## config.mk

```make
export PLATFORM = sky130hd
export DESIGN_NAME = fifo_assoc_handle_cache
export DESIGN_NICKNAME = d
export VERILOG_FILES = /design/src/rtl/core/fahc_pkg.sv /design/src/rtl/core/fifo_assoc_handle_cache.sv /design/src/rtl/core/fahc_ctrl.sv /design/src/rtl/core/fahc_dp.sv
export SDC_FILE = /design/constraint.sdc
export NUM_CORES = 2
export LEC_CHECK = 0
export ABC_CLOCK_PERIOD_IN_PS = 10150
export BUFFER_PORTS_ARGS = -buffer_cell sky130_fd_sc_hd__buf_2
export CORE_ASPECT_RATIO = 0.75
export CORE_MARGIN = 4
export CORE_UTILIZATION = 61
export DETAILED_ROUTE_END_ITERATION = 8
export PLACE_DENSITY = 0.78
export SETUP_SLACK_MARGIN = 0.02
export SLEW_MARGIN = 20
export SYNTH_ARGS = -nofsm -noshare
export SYNTH_HDL_FRONTEND = slang
export SYNTH_HIERARCHICAL = 1
export SYNTH_SLANG_ARGS = --single-unit
```

## constraint.sdc

```tcl
create_clock -name clk -period 10.15 [get_ports clk]
set_input_delay 0.5075 -clock clk [delete_from_list [all_inputs] [get_ports clk]]
set_output_delay 0.5075 -clock clk [all_outputs]
set_load 0.02 [all_outputs]
```

## src/rtl/core/fahc_pkg.sv

```systemverilog
// ----------------------------------------------------------------------------
// fahc_pkg: shared types for the associative handle cache
// Input and result words, and the command and status groups that join the
// controller to the datapath.
// ----------------------------------------------------------------------------
package fahc_pkg;

	localparam int KEY_VARIANT_W  = 8;
	localparam int KEY_IDENTITY_W = 32;
	localparam int HANDLE_W       = 32;
	localparam int COUNT_W        = 32;
	localparam int OCC_OUT_W      = 5;
	localparam int SLOTS_CFG_W    = 5;

	// Operation codes carried in the input word.
	localparam logic OP_ACQUIRE = 1'b0;
	localparam logic OP_FLUSH   = 1'b1;

	typedef struct packed {
		logic                      operation;
		logic [KEY_VARIANT_W-1:0]  key_variant;
		logic [KEY_IDENTITY_W-1:0] key_identity;
		logic                      create_ok;
		logic [HANDLE_W-1:0]       new_handle;
	} item_t;

	typedef struct packed {
		logic                 success;
		logic                 was_hit;
		logic [HANDLE_W-1:0]  handle_out;
		logic                 released_valid;
		logic [HANDLE_W-1:0]  released_handle;
		logic                 last_result;
		logic [COUNT_W-1:0]   hit_total;
		logic [COUNT_W-1:0]   miss_total;
		logic [COUNT_W-1:0]   eviction_total;
		logic [COUNT_W-1:0]   failure_total;
		logic [OCC_OUT_W-1:0] occupied_total;
	} result_t;

	// Controller to datapath.
	typedef struct packed {
		logic load;      // latch the input word
		logic acq;       // perform the lookup and update of an acquire
		logic fls_step;  // release one slot of a flush (or report an empty cache)
	} cmd_t;

	// Datapath to controller.
	typedef struct packed {
		logic occ_zero;  // no slot occupied
		logic fls_last;  // the flush index points at the last occupied slot
	} sts_t;

endpackage

```

## src/rtl/core/fifo_assoc_handle_cache.sv

```systemverilog
// ----------------------------------------------------------------------------
// fifo_assoc_handle_cache: associative key-to-handle cache, oldest-first eviction
// An accepted acquire runs its compare in the ACQ state; done and the result
// word are registered from it. A new word can be taken while that result is
// shown, but not during the compare. A flush is busy while it walks the
// occupied slots (one step if empty) and takes no new word until it ends.
// The result strobe lasts one cycle and the receiver cannot stall it.
// Reset clears all slots, the pointer and counters; slots in use returns to
// the built capacity. Key and handle storage is not cleared.
// ----------------------------------------------------------------------------
module fifo_assoc_handle_cache #(
	parameter int CAPACITY      = 16,
	parameter int IDENTITY_BITS = 32
) (
	input  logic                             clk,
	input  logic                             arst_n,
	input  logic                             start,
	output logic                             busy,
	input  fahc_pkg::item_t                  item,
	output logic                             done,
	output fahc_pkg::result_t                result,
	input  logic                             cfg_we,
	input  logic [fahc_pkg::SLOTS_CFG_W-1:0] cfg_wdata
);
	import fahc_pkg::*;

	// The controller decides when a word is taken and walks a flush across the
	// occupied slots; the datapath holds every piece of cache state.
	cmd_t cmd;
	sts_t sts;

	fahc_ctrl u_ctrl (
		.clk       (clk),
		.arst_n    (arst_n),
		.start     (start),
		.operation (item.operation),
		.sts       (sts),
		.cmd       (cmd),
		.busy      (busy)
	);

	// An acquire compares the key against all slots at once in the cycle after
	// acceptance, updates storage and counters at its end, and the result word
	// is shown in the following cycle while the next word may already be taken.
	// A flush reads one slot per cycle, its results registered from those reads,
	// and the sweep ends at the last occupied slot, or at once if none is held.
	fahc_dp #(
		.CAPACITY      (CAPACITY),
		.IDENTITY_BITS (IDENTITY_BITS)
	) u_dp (
		.clk       (clk),
		.arst_n    (arst_n),
		.cmd       (cmd),
		.sts       (sts),
		.item      (item),
		.cfg_we    (cfg_we),
		.cfg_wdata (cfg_wdata),
		.done      (done),
		.result    (result)
	);

endmodule

```

## src/rtl/core/fahc_ctrl.sv

```systemverilog
// ----------------------------------------------------------------------------
// fahc_ctrl: sequencing controller
// Accepts a word, then runs the acquire state or a flush sweep over the
// occupied slots, issuing commands to the datapath.
// ----------------------------------------------------------------------------
module fahc_ctrl (
	input  logic          clk,
	input  logic          arst_n,
	input  logic          start,
	input  logic          operation,
	input  fahc_pkg::sts_t sts,
	output fahc_pkg::cmd_t cmd,
	output logic          busy
);
	import fahc_pkg::*;

	localparam logic [1:0] ST_IDLE = 2'd0;
	localparam logic [1:0] ST_ACQ  = 2'd1;
	localparam logic [1:0] ST_FLS  = 2'd2;

	logic [1:0] state_q;
	logic [1:0] state_d;
	logic       accept;

	assign busy   = (state_q != ST_IDLE);
	assign accept = start && !busy;

	always_comb begin
		state_d      = state_q;
		cmd.load     = accept;
		cmd.acq      = 1'b0;
		cmd.fls_step = 1'b0;
		unique case (state_q)
			ST_IDLE: begin
				if (accept) begin
					state_d = (operation == OP_FLUSH) ? ST_FLS : ST_ACQ;
				end
			end
			ST_ACQ: begin
				cmd.acq = 1'b1;
				state_d = ST_IDLE;
			end
			ST_FLS: begin
				cmd.fls_step = 1'b1;
				if (sts.occ_zero || sts.fls_last) begin
					state_d = ST_IDLE;
				end
			end
			default: begin
				state_d = ST_IDLE;
			end
		endcase
	end

	always_ff @(posedge clk or negedge arst_n) begin
		if (!arst_n) begin
			state_q <= ST_IDLE;
		end else begin
			state_q <= state_d;
		end
	end

endmodule

```

## src/rtl/core/fahc_dp.sv

```systemverilog
// ----------------------------------------------------------------------------
// fahc_dp: cache datapath
// Key registers with parallel compare, handle memory, replace pointer,
// statistics counters and the registered result word.
// ----------------------------------------------------------------------------
module fahc_dp #(
	parameter int CAPACITY      = 16,
	parameter int IDENTITY_BITS = 32
) (
	input  logic                                clk,
	input  logic                                arst_n,
	input  fahc_pkg::cmd_t                      cmd,
	output fahc_pkg::sts_t                      sts,
	input  fahc_pkg::item_t                     item,
	input  logic                                cfg_we,
	input  logic [fahc_pkg::SLOTS_CFG_W-1:0]    cfg_wdata,
	output logic                                done,
	output fahc_pkg::result_t                   result
);
	import fahc_pkg::*;

	localparam int IW = (CAPACITY > 1) ? $clog2(CAPACITY) : 1;
	localparam int CW = $clog2(CAPACITY + 1);
	localparam int KB = (IDENTITY_BITS < KEY_IDENTITY_W) ? IDENTITY_BITS : KEY_IDENTITY_W;
	localparam int XW = 8;   // common width for compares of counts and slots

	item_t                      item_q;
	logic [KEY_VARIANT_W-1:0]   key_var_q [CAPACITY];
	logic [KB-1:0]              key_id_q  [CAPACITY];
	logic [HANDLE_W-1:0]        hmem      [CAPACITY];
	logic [HANDLE_W-1:0]        rd_q;
	logic [CAPACITY-1:0]        valid_q;
	logic [CW-1:0]              occ_q;
	logic [CW-1:0]              slots_q;
	logic [IW-1:0]              ptr_q;
	logic [IW-1:0]              fls_idx_q;
	logic [COUNT_W-1:0]         hit_cnt_q;
	logic [COUNT_W-1:0]         miss_cnt_q;
	logic [COUNT_W-1:0]         evict_cnt_q;
	logic [COUNT_W-1:0]         fail_cnt_q;
	logic                       done_s2;
	logic                       res_success_s2;
	logic                       res_hit_s2;
	logic                       res_rel_s2;
	logic                       res_last_s2;
	logic                       res_flush_s2;
	logic [HANDLE_W-1:0]        res_nh_s2;

	logic [CAPACITY-1:0]        match;
	logic                       hit;
	logic [IW-1:0]              hit_idx;
	logic [KB-1:0]              ident;
	logic [XW-1:0]              occ_x;
	logic [XW-1:0]              slots_x;
	logic [XW-1:0]              ptr_x;
	logic [XW-1:0]              nxt_ptr_x;
	logic [XW-1:0]              cfg_x;
	logic [XW-1:0]              cfg_clamp;
	logic                       full;
	logic [IW-1:0]              ptr_slot;
	logic [IW-1:0]              ins_slot;
	logic [IW-1:0]              nxt_ptr;
	logic [IW-1:0]              rd_addr;
	logic                       ins;
	logic                       fls_end;
	logic [XW-1:0]              occ_out_x;

	assign ident   = item_q.key_identity[KB-1:0];
	assign occ_x   = XW'(occ_q);
	assign slots_x = XW'(slots_q);
	assign ptr_x   = XW'(ptr_q);

	always_comb begin
		for (int i = 0; i < CAPACITY; i++) begin
			match[i] = valid_q[i] && (key_var_q[i] == item_q.key_variant) &&
				(key_id_q[i] == ident);
		end
	end

	always_comb begin
		hit_idx = '0;
		for (int i = CAPACITY - 1; i >= 0; i--) begin
			if (match[i]) begin
				hit_idx = IW'(i);
			end
		end
	end

	assign hit       = |match;
	assign full      = (occ_x >= slots_x);
	assign ptr_slot  = (ptr_x >= slots_x) ? '0 : ptr_q;
	assign ins_slot  = full ? ptr_slot : IW'(occ_q);
	assign nxt_ptr_x = XW'(ptr_slot) + XW'(1);
	assign nxt_ptr   = (nxt_ptr_x >= slots_x) ? '0 : IW'(nxt_ptr_x);
	assign ins       = cmd.acq && !hit && item_q.create_ok;
	assign rd_addr   = cmd.fls_step ? fls_idx_q : (hit ? hit_idx : ins_slot);

	assign sts.occ_zero = (occ_q == '0);
	assign sts.fls_last = ((XW'(fls_idx_q) + XW'(1)) == occ_x);
	assign fls_end      = cmd.fls_step && (sts.occ_zero || sts.fls_last);

	// A zero slot count is taken as one, anything above the built size as the size.
	assign cfg_x     = XW'(cfg_wdata);
	assign cfg_clamp = (cfg_x == '0) ? XW'(1) :
		((cfg_x > XW'(CAPACITY)) ? XW'(CAPACITY) : cfg_x);

	always_ff @(posedge clk) begin
		if (cmd.load) begin
			item_q <= item;
		end
	end

	// Handle memory: registered read, old data returned when the same slot is
	// rewritten, which is what an eviction needs.
	always_ff @(posedge clk) begin
		rd_q <= hmem[rd_addr];
		if (ins) begin
			hmem[ins_slot] <= item_q.new_handle;
		end
	end

	always_ff @(posedge clk) begin
		if (ins) begin
			key_var_q[ins_slot] <= item_q.key_variant;
			key_id_q[ins_slot]  <= ident;
		end
	end

	always_ff @(posedge clk or negedge arst_n) begin
		if (!arst_n) begin
			valid_q     <= '0;
			occ_q       <= '0;
			slots_q     <= CW'(CAPACITY);
			ptr_q       <= '0;
			fls_idx_q   <= '0;
			hit_cnt_q   <= '0;
			miss_cnt_q  <= '0;
			evict_cnt_q <= '0;
			fail_cnt_q  <= '0;
			done_s2     <= 1'b0;
		end else begin
			done_s2 <= cmd.acq || cmd.fls_step;
			if (cfg_we && sts.occ_zero) begin
				slots_q <= CW'(cfg_clamp);
				ptr_q   <= '0;
			end
			if (cmd.load) begin
				fls_idx_q <= '0;
			end
			if (cmd.acq) begin
				if (hit) begin
					hit_cnt_q <= hit_cnt_q + COUNT_W'(1);
				end else if (item_q.create_ok) begin
					miss_cnt_q          <= miss_cnt_q + COUNT_W'(1);
					valid_q[ins_slot]   <= 1'b1;
					if (full) begin
						evict_cnt_q <= evict_cnt_q + COUNT_W'(1);
						ptr_q       <= nxt_ptr;
					end else begin
						occ_q <= occ_q + CW'(1);
					end
				end else begin
					fail_cnt_q <= fail_cnt_q + COUNT_W'(1);
				end
			end
			if (cmd.fls_step) begin
				if (fls_end) begin
					valid_q   <= '0;
					occ_q     <= '0;
					ptr_q     <= '0;
					fls_idx_q <= '0;
				end else begin
					fls_idx_q <= fls_idx_q + IW'(1);
				end
			end
		end
	end

	always_ff @(posedge clk) begin
		if (cmd.fls_step) begin
			res_success_s2 <= 1'b0;
			res_hit_s2     <= 1'b0;
			res_rel_s2     <= !sts.occ_zero;
			res_last_s2    <= fls_end;
			res_flush_s2   <= 1'b1;
			res_nh_s2      <= '0;
		end else begin
			res_success_s2 <= hit || item_q.create_ok;
			res_hit_s2     <= hit;
			res_rel_s2     <= ins && full;
			res_last_s2    <= 1'b1;
			res_flush_s2   <= 1'b0;
			res_nh_s2      <= ins ? item_q.new_handle : '0;
		end
	end

	assign occ_out_x = res_flush_s2 ? '0 : occ_x;

	assign done                   = done_s2;
	assign result.success         = res_success_s2;
	assign result.was_hit         = res_hit_s2;
	assign result.handle_out      = res_hit_s2 ? rd_q : res_nh_s2;
	assign result.released_valid  = res_rel_s2;
	assign result.released_handle = res_rel_s2 ? rd_q : '0;
	assign result.last_result     = res_last_s2;
	assign result.hit_total       = hit_cnt_q;
	assign result.miss_total      = miss_cnt_q;
	assign result.eviction_total  = evict_cnt_q;
	assign result.failure_total   = fail_cnt_q;
	assign result.occupied_total  = occ_out_x[OCC_OUT_W-1:0];

	// Slots are filled in index order and freed together, so the occupied count
	// always matches the valid bits and never passes the slots in use.
	a_occ_matches_valid: assert property (@(posedge clk) disable iff (!arst_n)
		$countones(valid_q) == 32'(occ_q))
		else $error("occupied count differs from valid bits");

	a_occ_in_range: assert property (@(posedge clk) disable iff (!arst_n)
		occ_x <= slots_x)
		else $error("occupied count above slots in use");

	a_evict_when_full: assert property (@(posedge clk) disable iff (!arst_n)
		(cmd.acq && ins && full) |=> (occ_q == $past(occ_q)))
		else $error("eviction changed the occupied count");

	a_flush_empties: assert property (@(posedge clk) disable iff (!arst_n)
		fls_end |=> (occ_q == '0) && (valid_q == '0) && (ptr_q == '0))
		else $error("flush left slots occupied");

endmodule

```

---- Word-level counts from Yosys, hierarchy flattened ----
Memories as Yosys holds them, arrays and structs flattened. A register that Yosys moved wholly into a read port is not among the register bits.
Cells that the tools add are included.
cells by class
  add/subtract/negate cells ............... 8
  multiply operators ...................... 0
  divide/modulo/power cells ............... 0
  order comparisons ....................... 6
  eq/ne operators ......................... 37
  shift operators ......................... 0
  mux-type cells .......................... 59
  bitwise operators ....................... 4
  reductions and logical operators ........ 57
operators with widths
  kind                                                   number
  equality test 32 bit                                   16
  adder 32 x 1 -> 32 bit (second input constant)         4
  equality test 8 bit                                    16
  2-to-1 mux 4 bit                                       31
  2-to-1 mux 16 bit                                      5
  2-to-1 mux 32 bit                                      2
  2-to-1 mux 5 bit                                       9
  logical AND 1 bit                                      39
  bitwise OR 16 bit                                      1
  OR reduction 16 bit                                    1
  adder 4 x 1 -> 5 bit (second input constant)           2
  equality test 8 x 5 -> 1 bit                           1
  greater-or-equal comparator 8 x 5 -> 1 bit             1
  zero test 8 bit                                        1
  2-to-1 mux 1 bit                                       7
  2-to-1 mux 2 bit                                       3
  AND reduction 3 bit                                    2
  adder 5 x 1 -> 5 bit (second input constant)           1
  greater-or-equal comparator 4 x 5 -> 1 bit             1
  greater-or-equal comparator 5 bit                      1
  greater-than comparator 5 bit (second input constant)  1
  zero test 5 bit                                        1
  < comparator 4 x 5 -> 1 bit (second input constant)    1
  adder 4 x 1 -> 4 bit (second input constant)           1
  14 further kinds                                       23
word-level totals
  bits in registers ....................... 275
  bits in latches ......................... 0
  RAM bits ................................ 1152
  bits in read-only memories .............. 0
  input bits .............................. 83
  logic and storage cells ................. 195
  memories kept ........................... 3
memory list
  name            depth  width  rd ports  clocked after memory_dff  write ports  line           source
  u_dp.hmem       16     32     1         1                         1            fahc_dp.sv:30  logic [HANDLE_W-1:0] hmem [CAPACITY];
  u_dp.key_id_q   16     32     16        0                         1            fahc_dp.sv:29  logic [KB-1:0] key_id_q [CAPACITY];
  u_dp.key_var_q  16     8      16        0                         1            fahc_dp.sv:28  logic [KEY_VARIANT_W-1:0] key_var_q [CAPACITY];

---- Depth between registers and ports, before layout ----
An unclocked memory read counts as a cell.
  depth after elaboration ................. 22
  depth in mapped cells ................... 19
  gate-level depth less buffers ........... 18

---- By module ----
Netlist, hierarchy kept.
by module, submodules not included
  module     instances  cells each  area an instance (µm²)
  fahc_dp    1          3992        61108.6
  fahc_ctrl  1          11          115.1

---- Least setup slack after synthesis ----
No wires, ideal clock.
  kind .................................... register -> register
  from .................................... register u_dp.item_q (netlist bit u_dp/ident[4])
  to ...................................... memory u_dp.hmem[0][0] (enable)
  library setup time ...................... 593 ps
  arrival time ............................ 7314 ps
  slack ................................... 2242 ps
  cell stages (with the launch flop) ...... 12
  path buffers ............................ 2
  period minus slack after synthesis ...... 7908 ps
  path through ............................ edfxtp_1 -> buf_4 -> xnor2_1 -> nand4_1 -> nor3_1 -> and4_4 -> nor4_4 -> and4bb_4 -> and3_1 -> buf_2 -> nand4_1 -> nor3_1
between the ends
  cells in the longest elaborated chain, start to end .. 8
  elaborated cells between the ends (all ways) .. 38
ends and longest elaborated chain
  element                                     line            source
  start, declared                             fahc_dp.sv:27   item_t item_q;
  start signal, assigned                      fahc_dp.sv:109  item_q <= item;
  equality test 32 bit                        fahc_dp.sv:76   (key_id_q[i] == ident);
  logical AND 1 bit                           fahc_dp.sv:75   match[i] = valid_q[i] && (key_var_q[i] == item_q.key_variant) &&
  OR reduction 16 bit (*)                     fahc_dp.sv:89   assign hit = |match;
  zero test 1 bit (*)                         fahc_dp.sv:95   assign ins = cmd.acq && !hit && item_q.create_ok;
  logical AND 1 bit (*) (2 in series)         fahc_dp.sv:95
  2-to-1 mux 1 bit (*)                        fahc_dp.sv:117  if (ins) begin
  2-to-1 mux 1 bit (not written as such) (*)  fahc_dp.sv:118  hmem[ins_slot] <= item_q.new_handle;
  end, declared                               fahc_dp.sv:30
Every way passes the cells marked *; elsewhere a longest branch is shown, timed or not.

---- Worst setup path after layout ----
  from .................................... register u_dp/item_q[69] (netlist bit)
  to ...................................... memory u_dp.key_var_q[13][3] (enable)
between the ends
  cells in the longest elaborated chain, start to end .. 9
  elaborated cells between the ends (all ways) .. 54
ends and longest elaborated chain
  element                                     line            source
  equality test 8 bit                         fahc_dp.sv:75
  logical AND 1 bit (2 in series)             fahc_dp.sv:75
  OR reduction 16 bit (*)                     fahc_dp.sv:89
  zero test 1 bit (*)                         fahc_dp.sv:95
  logical AND 1 bit (*) (2 in series)         fahc_dp.sv:95
  2-to-1 mux 1 bit (*)                        fahc_dp.sv:123  if (ins) begin
  2-to-1 mux 1 bit (not written as such) (*)  fahc_dp.sv:124  key_var_q[ins_slot] <= item_q.key_variant;
  end, declared                               fahc_dp.sv:28
Marked as above.

==> results.toml <==
[layout]
design_area_sq_um = 69270
nets = 4517
drive_gt1_frac = 0.1587
multiInputGateArea_sq_um = 17770
syn_to_final_growth_pct = 13.14
final_cell_mix = "edfxtp_1 (1225), xnor2_1 (652), nand4_1 (349)"
final-seq-area_sq_um = 42300
post-route-util = 0.6973
mostFrequentLayoutCell = "edfxtp_1"
nFillCells = 6520
finalNonFillerCells = 5852

[logic_synthesis]
synthAdderAreaFrac = 0.004496
syn-cell-area_sq_um = 61220
ys_types = 79
yosysSeqAreaShare = 0.6909
ys_seq_elements = 1459
synth_compound_area_frac = 0.02387
synth_xor_area_frac = 0.1063
async_reset_ff_frac = 0.1131
yosys.area_share.simple = 0.1069
synthFlopType = "edfxtp_1"
synth_top_family_by_area = "simple AND/OR/NAND/NOR gates"
synth-edff-count = 1225
syn-num-nets = 4108
netlist_instances = 4003
synth_area_leader_cell = "edfxtp_1"
synth_area_leaders = "edfxtp_1 (60%), xnor2_1 (9.3%), dfrtp_1 (6.7%), nand4_1 (3.6%), dfxtp_1 (2.3%)"
yosysTopAreaCellShare = 0.6008
yosysWarningCount = 6
yosys-mux-area-fraction = 0.04555
avgSynthCellArea_sq_um = 15.29

[global_route]
grt_pass1_vias = 35370
grt_first_pass_wirelength_mm = 230.3
grt_max_degree = 164
grt_antenna_before_repair = 4
grt_use_total = 0.2926
grt-ovfl-total = 0

[die]
die-height_microns = 282.4
core_sq_um = 99350
ios = 286
dieWidth_microns = 373.8
rows = 100
start_util = 0.6163
dieArea_sq_um = 105600

[route]
drc_errors = 0
drt-total-wl_mm = 155.2
dr.pass1.iters = 6
wl_per_cell_microns = 26.51
postRouteAntennaNets = 0
drt_iter0_drc = 4511
vias = 36808
vias_per_cell = 6.290

[placement]
pre_cts_ws_ns = 4.514
placed_cells = 5521
placed_area_sq_um = 64000
dpl.hpwl_mm = 89.30
port_buffers = 285
gp_congestion = 0.9175

[clock_tree]
cts.sinks = 1459
cts_root_buf = "clkbuf_16"
clk_path_buf_depth = 3
cts_tree = "built"
insertion_delay_ns = 0.77
ctsResizeCount = 0
postCtsSetupBuffers = 0
htreeDepth = 4
cts_buffers = 138
clk_pin_slew_worst_paths_ns = 0.06
cts_hold_buf = 77

[worst_setup_path]
critPathKind = "reg -> reg"
critPathLaunchType = "register"
end_kind = "register"
critPathRequiredTime_ns = 10.52
path_max_fanout = 52
crit_arrival_ns = 6.28

[job]
drv_cap = 0

[timing]
worstMarginPinSlew_ns = 1.151
final_hold_viol_count = 0
hold_ws_ns = 0.05911
tns_ns = 0
clock_skew_ns = 0.03792
fin_ws_ns = 4.244
drv_slew = 0
setup_viol = 0
finalCritPeriodShare = 0.5818
fin_crit_ns = 5.906
slew_headroom = 0.2330
fmax_ghz = 0.1693
rsz0062_at_grt = "false"

[power_and_ir_drop]
irDropWorstVdd_mv = 0.2477
p_clk_frac = 0.353
pwr-share-comb = 0.165
finalPower_mw = 14.57
switchingPower_mw = 3.932
swShare = 0.2698
leakagePower_nw = 23.61
seqPwrFrac = 0.483
p_int_mw = 10.64
cellPowerDensity_nw_per_um2 = 210.4

[worst_hold_path]
hold_path_class = "in -> reg"

[outcome]
outcome = "finished clean"
Yosys cell counts, drive strengths merged (49+ instances only):
cell type  number
nand3          95
and3           63
xnor2         652
edfxtp       1225
nor4           72
nor2          143
nand2b         59
buf           137
nand2         140
nand4         349
dfxtp          69
mux2           69
mux2i         129
xor2           91
nor3           65
inv            49
dfrtp         164
path summary, 6_finish.rpt:
check	from	end	slack (ns)	depth (start not counted)
max in group asynchronous	arst_n	u_dp/fail_cnt_q[6]	8.44	3
worst min-delay path	cfg_wdata[2]	u_dp/slots_q[2]	0.06	3
min in group asynchronous	arst_n	u_dp/hit_cnt_q[27]	0.40	2
worst max-delay path	u_dp/item_q[69]	u_dp/key_var_q[13][3]	4.24	12
worst max register to register	u_dp/item_q[69]	u_dp/key_var_q[13][3]	4.24	12
worst min register to register	u_dp/miss_cnt_q[31]	u_dp/miss_cnt_q[31]	0.47	1
critical path, stage by stage (launching register included):
cell and delay (ns):
edfxtp_1 0.34, buf_4 0.54, inv_1 0.19, o2111ai_1 0.47
nor4_1 0.10, and4_1 0.25, nor4_4 0.39, and4bb_4 0.44
and3_2 0.20, buf_4 0.48, nand3_1 0.39, nor2_4 0.85
buf_4 0.76
power by group through the flow:
| stage | logic (mW) | clock network [mW] | registers, mW |
|---|---|---|---|
| floorplan | 1.67 | 0 | 7.12 |
| global placement | 2.30 | 0 | 7.15 |
| detailed placement | 2.34 | 0 | 7.16 |
| CTS | 2.37 | 5.20 | 7.03 |
| global route | 2.56 | 5.48 | 7.05 |
| finish | 2.40 | 5.14 | 7.03 |
sequential cells by signal, indices dropped and copies added (netlist names), 2 cells and up:
signal / cells
u_dp/ident: 32
u_dp/fail_cnt_q: 32
u_dp/ptr_q: 4
u_ctrl/state_q: 2
u_dp/hmem: 512
u_dp/occ_q: 5
u_dp/valid_q: 16
u_dp/item_q: 41
u_dp/fls_idx_q: 4
u_dp/slots_q: 5
u_dp/rd_q: 32
u_dp/hit_cnt_q: 32
u_dp/key_id_q: 512
u_dp/res_nh_s2: 32
u_dp/key_var_q: 128
u_dp/miss_cnt_q: 32
u_dp/evict_cnt_q: 32
cell families after synthesis:
| group | after synthesis |
|---|---|
| muxes | 230 |
| AOI/OAI and AO/OA | 176 |
| DFF | 1459 |
| buffers and inverters | 226 |
| and+or+nand+nor | 1147 |
| adders and majority gates | 22 |
| xor gates and xnor gates | 743 |
layer usage:
layer / up-vias / routed length (microns) / track usage
met5: - / 0 / 0
met4: 0 / 3320 / 0.07528
met3: 245 / 17990 / 0.06258
met2: 2187 / 69360 / 0.4412
met1: 18418 / 64480 / 0.4409
li1: 15958 / - / -
layout make-up:
| cell class | count | share of cell area |
|---|---|---|
| Sequential cell | 1459 | 0.6106 |
| Multi-Input combinational cell | 2318 | 0.2565 |
| Clock buffer | 191 | 0.05600 |
| Timing Repair Buffer | 446 | 0.04165 |
| Tap cell | 1326 | 0.02395 |
| Clock inverter | 62 | 0.008598 |
| Inverter | 49 | 0.002655 |
| Antenna cell | 1 | 0.00003613 |
(Power assumes the default switching activity.)
